===== src/rgc_pkg.sv =====
// Shared types, constants and decision functions of the receiver gain controller.
`default_nettype none

package rgc_pkg;

  // History depth; the median is taken over this many observation windows.
  localparam int unsigned WINDOW_DEPTH = 5;
  localparam int unsigned FILL_W       = $clog2(WINDOW_DEPTH + 1);
  localparam int unsigned MEDIAN_RANK  = WINDOW_DEPTH / 2;

  // Field widths of one observation and of the gain.
  localparam int unsigned AMP_W  = 8;
  localparam int unsigned RATE_W = 10;
  localparam int unsigned GAIN_W = 8;
  localparam int unsigned OBS_W  = 2 * AMP_W + 3 * RATE_W;

  // Counter widths.
  localparam int unsigned SETTLE_W = 4;
  localparam int unsigned RUN_W    = 8;
  localparam int unsigned LBAD_W   = 3;
  localparam int unsigned GUARD_W  = 5;

  // Timing and confirmation constants.
  localparam logic [SETTLE_W-1:0] SETTLE_TICKS     = 4'd10;
  localparam logic [SETTLE_W-1:0] FAST_SETTLE_MAX  = 4'd8;
  localparam logic [LBAD_W-1:0]   LOCK_BAD_TICKS   = 3'd6;
  localparam logic [RUN_W-1:0]    UP_CONFIRM       = 8'd5;
  localparam logic [RUN_W-1:0]    HARD_UP_CONFIRM  = 8'd3;
  localparam logic [RUN_W-1:0]    OVERLOAD_CONFIRM = 8'd2;
  localparam logic [RUN_W-1:0]    HIGH_CONFIRM     = 8'd3;
  localparam logic [RUN_W-1:0]    TARGET_CONFIRM   = 8'd3;
  localparam logic [RUN_W-1:0]    LIMIT_CONFIRM    = 8'd8;
  localparam logic [RUN_W-1:0]    SEVERE_CONFIRM   = 8'd2;
  localparam logic [GUARD_W-1:0]  GUARD_RELOAD     = 5'd20;

  // Gain steps and limits.
  localparam logic [GAIN_W-1:0]   GAIN_MIN      = 8'd2;
  localparam logic [GAIN_W-1:0]   GAIN_RESET    = 8'd2;
  localparam logic [GAIN_W-1:0]   MAX_GAIN_RESET = 8'd63;
  localparam logic [GAIN_W-1:0]   START_RESET   = 8'd2;
  localparam logic signed [9:0]   STEP_SMALL    = 10'sd1;
  localparam logic signed [9:0]   STEP_BIG      = 10'sd4;

  typedef enum logic [1:0] {
    MODE_ACQUIRE = 2'd0,
    MODE_LOCK    = 2'd1,
    MODE_LIMIT   = 2'd2
  } mode_e;

  typedef enum logic [1:0] {
    CLS_STARVED  = 2'd0,
    CLS_TARGET   = 2'd1,
    CLS_HIGH     = 2'd2,
    CLS_OVERLOAD = 2'd3
  } class_e;

  typedef enum logic [1:0] {
    CFG_MAX_GAIN   = 2'd0,
    CFG_START_GAIN = 2'd1,
    CFG_POLAR_MODE = 2'd2
  } cfg_reg_e;

  // One observation window, amplitude in the lowest bits.
  typedef struct packed {
    logic [RATE_W-1:0] wind;
    logic [RATE_W-1:0] orig;
    logic [RATE_W-1:0] clip;
    logic [AMP_W-1:0]  phq;
    logic [AMP_W-1:0]  amp;
  } obs_t;

  typedef struct packed {
    logic [GAIN_W-1:0] max_gain;
    logic [GAIN_W-1:0] start_gain;
    logic              polar;
  } cfg_t;

  // Window history control from the controller.
  typedef struct packed {
    logic push;
    logic clear;
  } win_ctrl_t;

  // Window history status towards the controller.
  typedef struct packed {
    logic valid;
    obs_t med;
  } win_stat_t;

  // One result, gain in the lowest bits.
  typedef struct packed {
    class_e            cls;
    mode_e             mode;
    logic              changed;
    logic [GAIN_W-1:0] gain;
  } result_t;

  localparam int unsigned RES_W = $bits(result_t);

  // Raise to the minimum first, then lower to the maximum.
  function automatic logic [GAIN_W-1:0] limit_gain(input logic signed [9:0] x,
                                                   input logic [GAIN_W-1:0] maxg);
    logic signed [9:0] y;
    y = x;
    if (y < signed'({2'b00, GAIN_MIN})) y = signed'({2'b00, GAIN_MIN});
    if (y > signed'({2'b00, maxg})) y = signed'({2'b00, maxg});
    return y[GAIN_W-1:0];
  endfunction

  function automatic logic [RUN_W-1:0] sat_inc(input logic [RUN_W-1:0] v);
    return (v == {RUN_W{1'b1}}) ? v : RUN_W'(v + 1'b1);
  endfunction

  function automatic class_e classify(input obs_t o);
    class_e c;
    if (o.clip >= 10'd32 || o.amp > 8'd45) begin
      c = CLS_OVERLOAD;
    end else if (o.clip <= 10'd16 && o.amp >= 8'd8 && o.amp <= 8'd34 &&
                 o.phq >= 8'd55 && o.orig <= 10'd350 && o.wind < 10'd300) begin
      c = CLS_TARGET;
    end else if (o.clip > 10'd16 || o.amp > 8'd34) begin
      c = CLS_HIGH;
    end else begin
      c = CLS_STARVED;
    end
    return c;
  endfunction

  // Polar mode lets a high window with otherwise clean figures count as target.
  function automatic logic polar_target(input obs_t o);
    return o.amp <= 8'd45 && o.clip <= 10'd16 && o.phq >= 8'd55 &&
           o.orig <= 10'd350 && o.wind < 10'd300;
  endfunction

  function automatic logic deep_starved(input obs_t o);
    return o.clip <= 10'd8 && o.amp <= 8'd4 && o.phq < 8'd15 && o.orig >= 10'd800;
  endfunction

  function automatic logic lock_hold(input obs_t o, input logic polar);
    logic [AMP_W-1:0] top;
    top = polar ? 8'd45 : 8'd40;
    return o.clip <= 10'd24 && o.amp >= 8'd6 && o.amp <= top &&
           o.phq >= 8'd45 && o.orig <= 10'd500 && o.wind < 10'd320;
  endfunction

  function automatic logic severe_window(input obs_t o);
    return o.clip >= 10'd80 || o.amp > 8'd60;
  endfunction

endpackage

`default_nettype wire


===== src/rgc_window.sv =====
// Observation history shift line with fill count and per-field median network.
`default_nettype none

module rgc_window (
  input  wire logic                clk_i,
  input  wire logic                rst_ni,
  input  wire rgc_pkg::win_ctrl_t  ctrl_i,
  input  wire rgc_pkg::obs_t       obs_i,
  output rgc_pkg::win_stat_t       stat_o
);

  localparam int unsigned D = rgc_pkg::WINDOW_DEPTH;
  localparam int unsigned W = rgc_pkg::RATE_W;

  rgc_pkg::obs_t                   win_q [D];
  rgc_pkg::obs_t                   win_d [D];
  logic [rgc_pkg::FILL_W-1:0]      fill_q, fill_d;
  logic [D-1:0][W-1:0]             amp_v, phq_v, clip_v, orig_v, wind_v;

  // Rank selection: the element with exactly MEDIAN_RANK smaller ones is the median.
  function automatic logic [W-1:0] median_of(input logic [D-1:0][W-1:0] v);
    logic [W-1:0] m;
    int unsigned  rank;
    m = '0;
    for (int i = 0; i < D; i++) begin
      rank = 0;
      for (int j = 0; j < D; j++) begin
        if (v[j] < v[i] || (v[j] == v[i] && j < i)) rank++;
      end
      if (rank == rgc_pkg::MEDIAN_RANK) m = v[i];
    end
    return m;
  endfunction

  // The newest window enters at the bottom; the median is order independent.
  always_comb begin
    win_d[0] = obs_i;
    for (int k = 1; k < D; k++) win_d[k] = win_q[k-1];
  end

  always_ff @(posedge clk_i) begin
    if (ctrl_i.push) begin
      for (int k = 0; k < D; k++) win_q[k] <= win_d[k];
    end
  end

  // Fill count, cleared on any gain change or restart.
  always_comb begin
    fill_d = fill_q;
    if (ctrl_i.push && fill_q < rgc_pkg::FILL_W'(D)) fill_d = rgc_pkg::FILL_W'(fill_q + 1'b1);
    if (ctrl_i.clear) fill_d = '0;
  end

  always_ff @(posedge clk_i or negedge rst_ni) begin
    if (!rst_ni) begin
      fill_q <= '0;
    end else begin
      fill_q <= fill_d;
    end
  end

  // Gather each field over the history including the incoming window.
  always_comb begin
    for (int k = 0; k < D; k++) begin
      amp_v[k]  = W'(win_d[k].amp);
      phq_v[k]  = W'(win_d[k].phq);
      clip_v[k] = win_d[k].clip;
      orig_v[k] = win_d[k].orig;
      wind_v[k] = win_d[k].wind;
    end
  end

  always_comb begin
    stat_o.valid    = (fill_q >= rgc_pkg::FILL_W'(D - 1));
    stat_o.med.amp  = rgc_pkg::AMP_W'(median_of(amp_v));
    stat_o.med.phq  = rgc_pkg::AMP_W'(median_of(phq_v));
    stat_o.med.clip = median_of(clip_v);
    stat_o.med.orig = median_of(orig_v);
    stat_o.med.wind = median_of(wind_v);
  end

endmodule

`default_nettype wire


===== src/rgc_ctrl.sv =====
// Gain state machine: mode, settle, run, lock-loss and guard counters.
`default_nettype none

module rgc_ctrl (
  input  wire logic                clk_i,
  input  wire logic                rst_ni,
  input  wire logic                step_i,
  input  wire logic                op_i,
  input  wire rgc_pkg::obs_t       obs_i,
  input  wire rgc_pkg::cfg_t       cfg_i,
  input  wire rgc_pkg::win_stat_t  win_i,
  output rgc_pkg::win_ctrl_t       win_o,
  output rgc_pkg::result_t         res_o
);

  logic [rgc_pkg::GAIN_W-1:0]   gain_q, gain_d;
  rgc_pkg::mode_e               mode_q, mode_d;
  logic [rgc_pkg::SETTLE_W-1:0] settle_q, settle_d;
  logic [rgc_pkg::RUN_W-1:0]    run_q, run_d;
  rgc_pkg::class_e              prev_q, prev_d;
  logic [rgc_pkg::RUN_W-1:0]    limit_q, limit_d;
  logic [rgc_pkg::LBAD_W-1:0]   lbad_q, lbad_d;
  logic [rgc_pkg::LBAD_W-1:0]   lbad_inc;
  logic [rgc_pkg::RUN_W-1:0]    severe_q, severe_d;
  logic [rgc_pkg::GUARD_W-1:0]  guard_q, guard_d;

  rgc_pkg::class_e              cls;
  logic                         set_req;
  logic [rgc_pkg::GAIN_W-1:0]   set_val;
  logic                         clear_req;
  logic                         done;
  logic                         hard;
  logic signed [9:0]            gain_s;

  assign gain_s   = signed'({2'b00, gain_q});
  assign lbad_inc = rgc_pkg::LBAD_W'(lbad_q + 1'b1);

  // Filtered class of the current median.
  always_comb begin
    cls = rgc_pkg::classify(win_i.med);
    if (cfg_i.polar && cls == rgc_pkg::CLS_HIGH && rgc_pkg::polar_target(win_i.med)) begin
      cls = rgc_pkg::CLS_TARGET;
    end
  end

  assign hard = rgc_pkg::deep_starved(win_i.med);

  // Next state for one transfer.
  always_comb begin
    gain_d    = gain_q;
    mode_d    = mode_q;
    settle_d  = settle_q;
    run_d     = run_q;
    prev_d    = prev_q;
    limit_d   = limit_q;
    lbad_d    = lbad_q;
    severe_d  = severe_q;
    guard_d   = guard_q;
    set_req   = 1'b0;
    set_val   = gain_q;
    clear_req = 1'b0;
    done      = 1'b0;
    if (step_i) begin
      if (op_i) begin
        // Restart from configuration.
        gain_d    = rgc_pkg::limit_gain(signed'({2'b00, cfg_i.start_gain}), cfg_i.max_gain);
        mode_d    = rgc_pkg::MODE_ACQUIRE;
        settle_d  = rgc_pkg::SETTLE_TICKS;
        run_d     = '0;
        prev_d    = rgc_pkg::CLS_STARVED;
        limit_d   = '0;
        lbad_d    = '0;
        severe_d  = '0;
        guard_d   = '0;
        clear_req = 1'b1;
      end else begin
        if (guard_q != '0) guard_d = rgc_pkg::GUARD_W'(guard_q - 1'b1);
        severe_d = rgc_pkg::severe_window(obs_i) ? rgc_pkg::sat_inc(severe_q) : '0;
        if (severe_d >= rgc_pkg::SEVERE_CONFIRM && settle_q <= rgc_pkg::FAST_SETTLE_MAX) begin
          // Fast path on repeated severe raw windows.
          mode_d  = rgc_pkg::MODE_ACQUIRE;
          set_req = 1'b1;
          set_val = rgc_pkg::limit_gain(gain_s - rgc_pkg::STEP_BIG, cfg_i.max_gain);
        end else if (settle_q != '0) begin
          settle_d = rgc_pkg::SETTLE_W'(settle_q - 1'b1);
        end else if (win_i.valid) begin
          if (prev_q == cls) begin
            run_d = rgc_pkg::sat_inc(run_q);
          end else begin
            prev_d = cls;
            run_d  = rgc_pkg::RUN_W'(1);
          end
          // Leave the limit mode once the signal is no longer starved.
          if (mode_q == rgc_pkg::MODE_LIMIT) begin
            if (cls == rgc_pkg::CLS_STARVED) begin
              done = 1'b1;
            end else begin
              mode_d  = rgc_pkg::MODE_ACQUIRE;
              limit_d = '0;
            end
          end
          // Lock holds until enough consecutive bad windows.
          if (!done && mode_q == rgc_pkg::MODE_LOCK) begin
            if (rgc_pkg::lock_hold(win_i.med, cfg_i.polar)) begin
              lbad_d = '0;
              done   = 1'b1;
            end else if (lbad_inc < rgc_pkg::LOCK_BAD_TICKS) begin
              lbad_d = lbad_inc;
              done   = 1'b1;
            end else begin
              mode_d = rgc_pkg::MODE_ACQUIRE;
              lbad_d = '0;
            end
          end
          // Acquire decisions.
          if (!done) begin
            case (cls)
              rgc_pkg::CLS_TARGET: begin
                if (run_d >= rgc_pkg::TARGET_CONFIRM) begin
                  mode_d = rgc_pkg::MODE_LOCK;
                  lbad_d = '0;
                end
              end
              rgc_pkg::CLS_OVERLOAD: begin
                if (run_d >= rgc_pkg::OVERLOAD_CONFIRM) begin
                  set_req = 1'b1;
                  set_val = rgc_pkg::limit_gain(gain_s - rgc_pkg::STEP_SMALL, cfg_i.max_gain);
                end
              end
              rgc_pkg::CLS_HIGH: begin
                if (run_d >= rgc_pkg::HIGH_CONFIRM) begin
                  set_req = 1'b1;
                  set_val = rgc_pkg::limit_gain(gain_s - rgc_pkg::STEP_SMALL, cfg_i.max_gain);
                end
              end
              default: begin
                if (gain_q >= cfg_i.max_gain) begin
                  limit_d = rgc_pkg::sat_inc(limit_q);
                  if (limit_d >= rgc_pkg::LIMIT_CONFIRM) mode_d = rgc_pkg::MODE_LIMIT;
                end else if (run_d >= (hard ? rgc_pkg::HARD_UP_CONFIRM : rgc_pkg::UP_CONFIRM) &&
                             guard_d == '0) begin
                  set_req = 1'b1;
                  set_val = rgc_pkg::limit_gain(
                      gain_s + (hard ? rgc_pkg::STEP_BIG : rgc_pkg::STEP_SMALL), cfg_i.max_gain);
                end
              end
            endcase
          end
        end
        // A new gain restarts settling and the history.
        if (set_req && set_val != gain_q) begin
          gain_d    = set_val;
          settle_d  = rgc_pkg::SETTLE_TICKS;
          run_d     = '0;
          limit_d   = '0;
          lbad_d    = '0;
          severe_d  = '0;
          clear_req = 1'b1;
          if (set_val < gain_q) guard_d = rgc_pkg::GUARD_RELOAD;
        end
      end
    end
  end

  // Result and history control.
  always_comb begin
    res_o.gain    = gain_d;
    res_o.changed = (gain_d != gain_q);
    res_o.mode    = mode_d;
    res_o.cls     = prev_d;
    win_o.push    = step_i && !op_i;
    win_o.clear   = clear_req;
  end

  always_ff @(posedge clk_i or negedge rst_ni) begin
    if (!rst_ni) begin
      gain_q   <= rgc_pkg::GAIN_RESET;
      mode_q   <= rgc_pkg::MODE_ACQUIRE;
      settle_q <= rgc_pkg::SETTLE_TICKS;
      run_q    <= '0;
      prev_q   <= rgc_pkg::CLS_STARVED;
      limit_q  <= '0;
      lbad_q   <= '0;
      severe_q <= '0;
      guard_q  <= '0;
    end else begin
      gain_q   <= gain_d;
      mode_q   <= mode_d;
      settle_q <= settle_d;
      run_q    <= run_d;
      prev_q   <= prev_d;
      limit_q  <= limit_d;
      lbad_q   <= lbad_d;
      severe_q <= severe_d;
      guard_q  <= guard_d;
    end
  end

endmodule

`default_nettype wire


===== src/rf_gain_controller_top.sv =====
// Top level of the receiver gain controller: ports, configuration and stage registers.
//
//   channel   direction  handshake                  payload
//   s_axis    in         s_axis_tvalid_i/tready_o   tdata: observation, tuser: op
//   m_axis    out        m_axis_tvalid_o/tready_i   tdata: gain result
//   cfg       in         cfg_valid_i/cfg_ready_o    cfg_index_i, cfg_data_i
//
// An item is registered on entry, decided combinationally and shown in the output
// register; one item per cycle is sustained while the output is not stalled.
// The median network and the state update sit between the two registers.
// Reset gives gain 2, acquire mode and the configuration reset values.
// A stalled output holds its result; the input side still takes one more item.
`default_nettype none

module rf_gain_controller_top (
  input  wire logic        clk_i,
  input  wire logic        rst_ni,
  input  wire logic        s_axis_tvalid_i,
  output logic             s_axis_tready_o,
  // [7:0] amp_median, [15:8] phase_quality, [25:16] clip_rate,
  // [35:26] origin_rate, [45:36] winding_rate, [47:46] zero
  input  wire logic [47:0] s_axis_tdata_i,
  // [0] op
  input  wire logic        s_axis_tuser_i,
  output logic             m_axis_tvalid_o,
  input  wire logic        m_axis_tready_i,
  // [7:0] gain_index, [8] gain_changed, [10:9] mode, [12:11] signal_class, [15:13] zero
  output logic [15:0]      m_axis_tdata_o,
  input  wire logic        cfg_valid_i,
  output logic             cfg_ready_o,
  input  wire logic [1:0]  cfg_index_i,
  input  wire logic [7:0]  cfg_data_i
);

  rgc_pkg::cfg_t       cfg_q, cfg_d;
  logic                in_valid_q, in_valid_d;
  logic                in_op_q;
  rgc_pkg::obs_t       in_obs_q;
  logic                out_valid_q, out_valid_d;
  rgc_pkg::result_t    out_res_q;
  rgc_pkg::result_t    res;
  rgc_pkg::win_ctrl_t  win_ctrl;
  rgc_pkg::win_stat_t  win_stat;
  logic                advance;
  logic                step;
  logic                s_xfer;

  // Configuration writes are always taken.
  assign cfg_ready_o = 1'b1;

  always_comb begin
    cfg_d = cfg_q;
    if (cfg_valid_i) begin
      case (rgc_pkg::cfg_reg_e'(cfg_index_i))
        rgc_pkg::CFG_MAX_GAIN:   cfg_d.max_gain   = cfg_data_i;
        rgc_pkg::CFG_START_GAIN: cfg_d.start_gain = cfg_data_i;
        rgc_pkg::CFG_POLAR_MODE: cfg_d.polar      = cfg_data_i[0];
        default: ;
      endcase
    end
  end

  always_ff @(posedge clk_i or negedge rst_ni) begin
    if (!rst_ni) begin
      cfg_q.max_gain   <= rgc_pkg::MAX_GAIN_RESET;
      cfg_q.start_gain <= rgc_pkg::START_RESET;
      cfg_q.polar      <= 1'b0;
    end else begin
      cfg_q <= cfg_d;
    end
  end

  // Stage handshake: the decision advances whenever the output register frees up.
  assign advance         = !out_valid_q || m_axis_tready_i;
  assign step            = in_valid_q && advance;
  assign s_axis_tready_o = !in_valid_q || advance;
  assign s_xfer          = s_axis_tvalid_i && s_axis_tready_o;

  always_comb begin
    in_valid_d = in_valid_q;
    if (s_xfer) in_valid_d = 1'b1;
    else if (step) in_valid_d = 1'b0;
    out_valid_d = out_valid_q;
    if (step) out_valid_d = 1'b1;
    else if (m_axis_tready_i) out_valid_d = 1'b0;
  end

  always_ff @(posedge clk_i or negedge rst_ni) begin
    if (!rst_ni) begin
      in_valid_q  <= 1'b0;
      out_valid_q <= 1'b0;
    end else begin
      in_valid_q  <= in_valid_d;
      out_valid_q <= out_valid_d;
    end
  end

  // Input and result payload registers.
  always_ff @(posedge clk_i) begin
    if (s_xfer) begin
      in_op_q  <= s_axis_tuser_i;
      in_obs_q <= rgc_pkg::obs_t'(s_axis_tdata_i[rgc_pkg::OBS_W-1:0]);
    end
    if (step) begin
      out_res_q <= res;
    end
  end

  rgc_window u_window (
    .clk_i  (clk_i),
    .rst_ni (rst_ni),
    .ctrl_i (win_ctrl),
    .obs_i  (in_obs_q),
    .stat_o (win_stat)
  );

  rgc_ctrl u_ctrl (
    .clk_i  (clk_i),
    .rst_ni (rst_ni),
    .step_i (step),
    .op_i   (in_op_q),
    .obs_i  (in_obs_q),
    .cfg_i  (cfg_q),
    .win_i  (win_stat),
    .win_o  (win_ctrl),
    .res_o  (res)
  );

  assign m_axis_tvalid_o = out_valid_q;
  assign m_axis_tdata_o  = {(16 - rgc_pkg::RES_W)'(0), out_res_q};

endmodule

`default_nettype wire


===== config.mk =====
export PLATFORM = sky130hd
export DESIGN_NAME = rf_gain_controller_top
export DESIGN_NICKNAME = d
export VERILOG_FILES = /design/src/rgc_pkg.sv /design/src/rgc_window.sv /design/src/rgc_ctrl.sv /design/src/rf_gain_controller_top.sv
export SDC_FILE = /design/constraint.sdc
export NUM_CORES = 1
export LEC_CHECK = 0
export BUFFER_PORTS_ARGS = -buffer_cell sky130_fd_sc_hd__buf_2
export CAP_MARGIN = 20
export CORE_MARGIN = 10
export CORE_UTILIZATION = 55
export DETAILED_ROUTE_END_ITERATION = 10
export HOLD_SLACK_MARGIN = 0.15
export PLACE_DENSITY = 0.77
export SLEW_MARGIN = 20
export SYNTH_ARGS = -nofsm -noshare
export SYNTH_HDL_FRONTEND = slang
export SYNTH_HIERARCHICAL = 1
export SYNTH_SLANG_ARGS = --single-unit

===== constraint.sdc =====
create_clock -name clk_i -period 14.45 [get_ports clk_i]
set_input_delay 3.6125 -clock clk_i [delete_from_list [all_inputs] [get_ports clk_i]]
set_output_delay 3.6125 -clock clk_i [all_outputs]
set_load 0.005 [all_outputs]

Word-level counts from Yosys, hierarchy flattened
Memory sizes are Yosys's and may differ from the RTL's. Cells that the tools add are included. W data, S select, Z words.

Register bits after elaboration: 130. Latch bits: 0. Bits in writable memories: 230. Memory bits (read-only): 0. Bits of input ports: 64. Output and inout bits: 19. Word-level logic and storage cells: 814. Memories kept: 1.

Memories: u_window.win_q (depth 5, width 46, rd ports 4, clocked after Yosys merged registers in 0, wr ports 5, line rgc_window.sv:15) `rgc_pkg::obs_t win_q [D];`.

Add/subtract/negate cells: 110. Multiply operators: 0. Divide/modulo/power cells: 0. Magnitude comparators: 168. Equal/unequal tests: 91. Shift operators: 0. Muxes and demuxes: 316. Bitwise logic cells: 0. Reduce and logical (&&, ||, !) cells: 103.

Operators by type and width (count): $add A32 B1 Y32 const B (100); $mux W32 (100); $eq A32 B2 Y1 const B (25); $lt A10 B10 Y1 (75); $mux W10 (48); $mux W8 (56); $lt A8 B8 Y1 (51); $eq A10 B10 Y1 (30); $eq A8 B8 Y1 (20); $mux W1 (59); $logic_or A1 B1 Y1 (55); $gt A10 B9 Y1 (5); $mux W2 (24); $mux W3 (16); $lt A10 B3 Y1 const B (3); $mux W5 (6); $logic_and A1 B1 Y1 (27); $add A8 B1 Y8 const B (3); $eq A8 B8 Y1 const B (3); $ge A8 B2 Y1 const B (3); $gt A8 B6 Y1 const B (3); $pmux W8 S3 (1); $le A10 B5 Y1 const B (2); $le A10 B9 Y1 const B (2); 44 further kinds (71).

Logic depth before layout (Yosys ltp)
Gate-level depths: netlist (run 1). An unclocked memory read counts as a cell.

Depth after elaboration: 68. Gate-level depth with buffers: 53. Depth with buffers taken out: 52.

Hierarchy
The synthesis (run 1) kept the hierarchy.

By module, submodules not included: rgc_window (instances 1, cells each 2236, area an instance 21155.3 um^2, sequential area each 5600.4 um^2); rgc_ctrl (instances 1, cells each 921, area an instance 6937.9 um^2, sequential area each 1204.9 um^2); rf_gain_controller_top (instances 1, cells each 111, area an instance 2591.2 um^2, sequential area each 2285.9 um^2).

Worst setup path after synthesis (run 1)
No wires, ideal clock.

Kind: register to register. Start point: mem u_window/win_q[0][47] (netlist bit). End point: reg out_res_q, in the netlist m_axis_tdata_o[8], data pin. Setup time: 0.267 ns. Arrival time: 10.098 ns. Data required time: 14.183 ns. Setup slack: 4.085 ns. Cell stages (with the launch flop): 50. Path buffers: 3. Clock period less this slack: 10.365 ns. Cell sequence: edfxtp_1 inv_1 ha_1 nor2b_1 o21a_1 o21ai_0 nand2b_1 a21oi_1 o21ai_0 o21ai_0 inv_1 ha_1 xnor2_1 ha_1 nor2b_1 nand3_1 mux4_2 dlygate4sd1_1 [14 not listed] nand2_1 or4_1 buf_2 o21ai_0 mux2i_1 o32ai_2 o21bai_1 a221o_1 ha_1 nand4_1 or2_2 and2_1 a41o_2 buf_4 o31ai_1 a211oi_1 a2111oi_2 nand3_1.

RTL lines: start: declaration (line rgc_window.sv:15); end signal: assignment (line rf_gain_controller_top.sv:105) `out_res_q <= res;`; end: declaration (line rf_gain_controller_top.sv:40) `rgc_pkg::result_t out_res_q;`.

==> results of run 1 <==
[final cells by class]
type	count	share of cell area [%]
inverter	333	3.82
clock inverter	18	0.573
multi-input combinational	2538	60.5
sequential	314	27.6
clock buffer	53	3.28
timing repair buffer	87	1.41
tap	748	2.84
[cell usage in the layout (no fill, tap or decap), types with 60 or more instances in the layout]
cell / instances
sky130_fd_sc_hd__a21oi_1: 167
sky130_fd_sc_hd__nor2_1: 163
sky130_fd_sc_hd__nand4_1: 94
sky130_fd_sc_hd__ha_1: 596
sky130_fd_sc_hd__dfrtp_1: 60
sky130_fd_sc_hd__o21ai_0: 189
sky130_fd_sc_hd__buf_2: 75
sky130_fd_sc_hd__nand2_1: 200
sky130_fd_sc_hd__edfxtp_1: 244
sky130_fd_sc_hd__nand2b_1: 63
sky130_fd_sc_hd__nand3_1: 107
sky130_fd_sc_hd__inv_1: 329
[path summary, 6_finish.rpt]
path                                  startpoint                     to  slack (ps)  cells past startpoint
setup / recovery           u_window/win_q[0][65]      m_axis_tdata_o[8]        1410                     42
hold / removal                      in_obs_q[26]  u_window/win_q[0][26]         450                      0
setup reg to reg           u_window/win_q[0][65]      m_axis_tdata_o[8]        1410                     42
hold reg to reg                     in_obs_q[26]  u_window/win_q[0][26]         450                      0
max in group asynchronous                 rst_ni       u_ctrl/lbad_q[2]       10510                      2
min in group asynchronous                 rst_ni               cfg_q[3]        2960                      1
[flip-flops by register name (all words and copies together) (netlist names), 2 cells and up]
name / count
u_ctrl/gain_q: 8
u_ctrl/mode_q: 2
u_ctrl/prev_q: 2
u_ctrl/run_q: 8
u_window/win_q: 184
u_window/fill_q: 3
m_axis_tdata_o: 13
cfg_q: 17
u_ctrl/limit_q: 8
in_obs_q: 46
u_ctrl/severe_q: 8
u_ctrl/guard_q: 5
u_ctrl/settle_q: 4
u_ctrl/lbad_q: 3
[routing by layer]
layer  GRT usage, %  routed length (um)
met1           31.8               35400
met2           39.9               37400
met3           2.79                4910
met4           9.37                2780
met5              0                   0
[power groups by stage]
stage	logic, W	clock network [W]	registers, W
final	0.00200	0.000979	0.00121
after global routing	0.00221	0.00104	0.00122
after CTS	0.00196	0.00100	0.00121
after detailed placement	0.00195	0	0.00122
after global placement	0.00191	0	0.00122
after floorplan	0.00151	0	0.00116
[metrics by stage]
step | std cells | power [W] | hold slack, ps | utilization [%] | setup WS (ps)
3_3_place_gp | 4020 | 0.00313 | 430 | 57.5 | 1900
5_1_grt | 4091 | 0.00447 | 462 | 59.8 | 997
3_5_place_dp | 4020 | 0.00317 | 442 | 57.5 | 1800
2_1_floorplan | 3258 | 0.00267 | 426 | - | 4090
6_report | 4091 | 0.00419 | 451 | 59.8 | 1410
4_1_cts | 4091 | 0.00417 | 455 | 59.8 | 1750
==> out/results.tsv, run 1 <==
metric	value	unit
status	finished, final reports clean	
antenna_found_initial	0	
cts_tree	built	
transition_at_the_pin_with_the_smallest_max_transition_slack	1080	ps
route.detailed.vias_per_inst	6.34	
clock-root-buffer	sky130_fd_sc_hd__clkbuf_16	
worst-path-buf-inv	1	
number_of_warnings_issued_by_yosys	6	
critPathKind	register to register	
finalMaxSlewViolations	0	
cts.reportedPaths.clkPinSlew	60	ps
post_cts_resize_count	0	
path_delay_family	compound AO/OA/AOI/OAI gates	
port-buffer-count	76	
worst_case_headroom_to_the_max_slew_limit	27.6	%
final_antenna_net_count	0	
slowest_stage	sky130_fd_sc_hd__a2bb2oi_1	
final.setup_skew	25.9	ps
clock_path_buffers	3	
design.core.area	55100	um2
holdCritPathClass	register to register	
dieWidth	256	um
p_per_area	127	nW/um2
total_switching_power	0.00175	W
detailroute.via_count	25900	
holdBufCountCts	0	
place_hpwl	62.0	mm
critical_path.max_stage_delay	910	ps
nFillCells	4770	
finish.instance_area	33000	um2
clock_network_fraction_of_design_power	23.3	%
cts.sink_count	314	
seqPwrFrac	28.9	%
num_io_pins	83	
clkLatencyLatePin	570	ps
ff_latch_area	9090	um2
rsz0062_at_grt	false	
antenna_cells_inserted	0	
most_repeated_library_cell_on_the_critical_path	sky130_fd_sc_hd__ha_1	
timing.max_cap.violations	0	
globalRouteTotalUtil	24.1	%
power_leakage	14.6	nW
netlist_area	30600	um2
synth_cells	3256	
start_util	55.6	%
p_int	0.00244	W
place_congestion	0.955	
power.share.switching	41.8	%
drt_iter0_drc	2406	
via_count_of_the_first_global_routing_pass	25300	
power.combinational.fraction	47.8	%
footprint_of_the_multi_input_gates	19900	um2
routed_wire_length_per_instance	19.7	um
post_dp_cell_area	31700	um2
htree_levels	2	
avgSynthCellArea	9.40	um2
drive_gt1_share	8.35	%
grt_first_pass_wirelength	132	mm
crit_path_max_fanout	24	
detail_route.wirelength	80.5	mm
grt_start_max_net_pins	132	
num_rows	86	
fin_tns_setup	0	ps
worstPathArrival	13310	ps
finish.net_count	3973	
area_growth	7.65	%
setup_violations_final	0	
tritoncts.num_buffers	39	
timing.critical_path.to_type	register	
final_worst_path_cycle_share	90.2	%
worst_setup_path_start_kind	register	
max-vdd-ir-drop	0.0000990	V
cts_post_setup_buffers_inserted	0	
max_freq	76.7	MHz
grt_overflow	0	
die-height	256	um
number_of_remaining_drc_errors	0	
timing.final.hold_violations	0	
cp_data_required_time	14730	ps
final.min_clock_period	13040	ps
die_area	65500	um2
firstDrtPassIters	10	
Note: power is estimated with default switching activity, not from simulation.
==> run 2, diff against run 1 <==
--- a/config.mk
+++ b/config.mk
@@ -11,7 +11,7 @@
 export CORE_UTILIZATION = 55
 export DETAILED_ROUTE_END_ITERATION = 10
 export HOLD_SLACK_MARGIN = 0.15
-export PLACE_DENSITY = 0.77
+export PLACE_DENSITY = 0.72
 export SLEW_MARGIN = 20
 export SYNTH_ARGS = -nofsm -noshare
 export SYNTH_HDL_FRONTEND = slang
==> out/results.tsv, run 2 (synthesized netlist as in run 1, its figures left out) <==
metric	value	unit
status	finished, final reports clean	
mostFrequentLayoutCell	sky130_fd_sc_hd__ha_1	
critical_path.max_stage_delay	890	ps
finalMaxSlewViolations	0	
final.min_clock_period	13030	ps
place_hpwl	67.4	mm
power_leakage	14.5	nW
finish.net_count	3968	
timing.max_cap.violations	0	
total_power	0.00420	W
worst_setup_path_start_kind	register	
fin_tns_setup	0	ps
cp_data_required_time	14750	ps
tritoncts.num_buffers	38	
critPathKind	register to register	
routed_wire_length_per_instance	21.4	um
finish.instance_area	32900	um2
final_worst_path_cycle_share	90.1	%
p_per_area	128	nW/um2
cts_tree	built	
via_count_of_the_first_global_routing_pass	26700	
grt_overflow	0	
final.setup_skew	26.4	ps
clock-root-buffer	sky130_fd_sc_hd__clkbuf_16	
die_area	65500	um2
port-buffer-count	76	
holdCritPathClass	register to register	
nFillCells	4674	
num_io_pins	83	
firstDrtPassIters	6	
timing.critical_path.to_type	register	
biggestRegsByFlops	u_window/win_q (184), in_obs_q (46), cfg_q (17)	
crit_path_max_fanout	24	
rsz0062_at_grt	false	
grt_first_pass_wirelength	140	mm
power.share.switching	43.2	%
clkLatencyLatePin	580	ps
dieWidth	256	um
clock_path_buffers	3	
whs	453	ps
power.combinational.fraction	48.4	%
layout.cells.most_common_list	sky130_fd_sc_hd__ha_1 (596), sky130_fd_sc_hd__inv_1 (329), sky130_fd_sc_hd__edfxtp_1 (244)	
htree_levels	2	
max_freq	76.8	MHz
number_of_flip_flops_in_the_largest_register	184	
detailroute.via_count	26700	
worstPathArrival	13330	ps
total_switching_power	0.00182	W
transition_at_the_pin_with_the_smallest_max_transition_slack	1110	ps
detail_route.wirelength	87.6	mm
drive_gt1_share	8.39	%
max-vdd-ir-drop	0.000107	V
post_dp_cell_area	31700	um2
final_antenna_net_count	0	
worst_case_headroom_to_the_max_slew_limit	26.1	%
cts.sink_count	314	
most_repeated_library_cell_on_the_critical_path	sky130_fd_sc_hd__ha_1	
slowest_stage	sky130_fd_sc_hd__a2bb2oi_1	
post_cts_resize_count	0	
place_congestion	0.996	
holdBufCountCts	0	
p_int	0.00238	W
antenna_cells_inserted	0	
timing.final.hold_violations	0	
utilization	59.7	%
grt_start_max_net_pins	125	
antenna_found_initial	0	
top_register	u_window/win_q	
clock_network_fraction_of_design_power	22.4	%
num_rows	86	
seqPwrFrac	29.3	%
cts.reportedPaths.clkPinSlew	60	ps
area_growth	7.36	%
drt_iter0_drc	2499	
cts_post_setup_buffers_inserted	0	
start_util	55.6	%
globalRouteTotalUtil	25.7	%
route.detailed.vias_per_inst	6.53	
die-height	256	um
number_of_remaining_drc_errors	0	
design.core.area	55100	um2
setup_violations_final	0	
-- run 2: power groups by stage --
| stage | registers [W] | clock network [W] | logic (W) |
|---|---|---|---|
| 5_1_grt | 0.00124 | 0.00100 | 0.00222 |
| 4_1_cts | 0.00122 | 0.000963 | 0.00199 |
| 2_1_floorplan | 0.00116 | 0 | 0.00151 |
| 3_3_place_gp | 0.00124 | 0 | 0.00188 |
| 3_5_place_dp | 0.00124 | 0 | 0.00198 |
| 6_report | 0.00123 | 0.000940 | 0.00203 |
-- run 2: per-stage QoR --
step | setup WS, ps | cells
6_report | 1420 | 4085
5_1_grt | 839 | 4085
4_1_cts | 1640 | 4085
3_5_place_dp | 1700 | 4016
3_3_place_gp | 1990 | 4016
2_1_floorplan | 4090 | 3258
-- run 2: cell type report --
cell class / count / area (um2) / share of cell area, %
multi-input combinational: 2538 / 19900 / 60.7
sequential: 314 / 9090 / 27.7
tap: 748 / 936 / 2.85
timing repair buffer: 83 / 435 / 1.32
inverter: 333 / 1260 / 3.83
clock buffer: 46 / 1010 / 3.08
clock inverter: 23 / 199 / 0.605
-- run 2: worst max-delay path: cells and delay by family (launching register included) --
family	cells	cell delay [ps]
AO/OA/AOI/OAI	14	5060
XOR/XNOR	2	350
buffers and inverters	2	270
AND/OR/NAND/NOR	17	4320
adder cells (fa/ha/maj)	6	1890
flip-flops	1	480
multiplexers	1	330
-- run 2: final timing paths --
check / start / endpoint / slack, ps / cells after the start
max: u_window/win_q[0][69] / m_axis_tdata_o[8] / 1420 / 42
min in group asynchronous: rst_ni / cfg_q[0] / 3180 / 1
min reg2reg: in_obs_q[8] / u_window/win_q[0][8] / 450 / 0
max reg2reg: u_window/win_q[0][69] / m_axis_tdata_o[8] / 1420 / 42
max in group asynchronous: rst_ni / u_ctrl/severe_q[6] / 10630 / 1
min: in_obs_q[8] / u_window/win_q[0][8] / 450 / 0
-- run 2: layer usage --
layer	up-vias	GRT usage (%)	wire length, um
met5	-	0	0
met3	205	3.04	5510
met1	12900	33.8	38100
li1	12600	-	-
met4	0	9.22	2790
met2	1021	43.1	41200
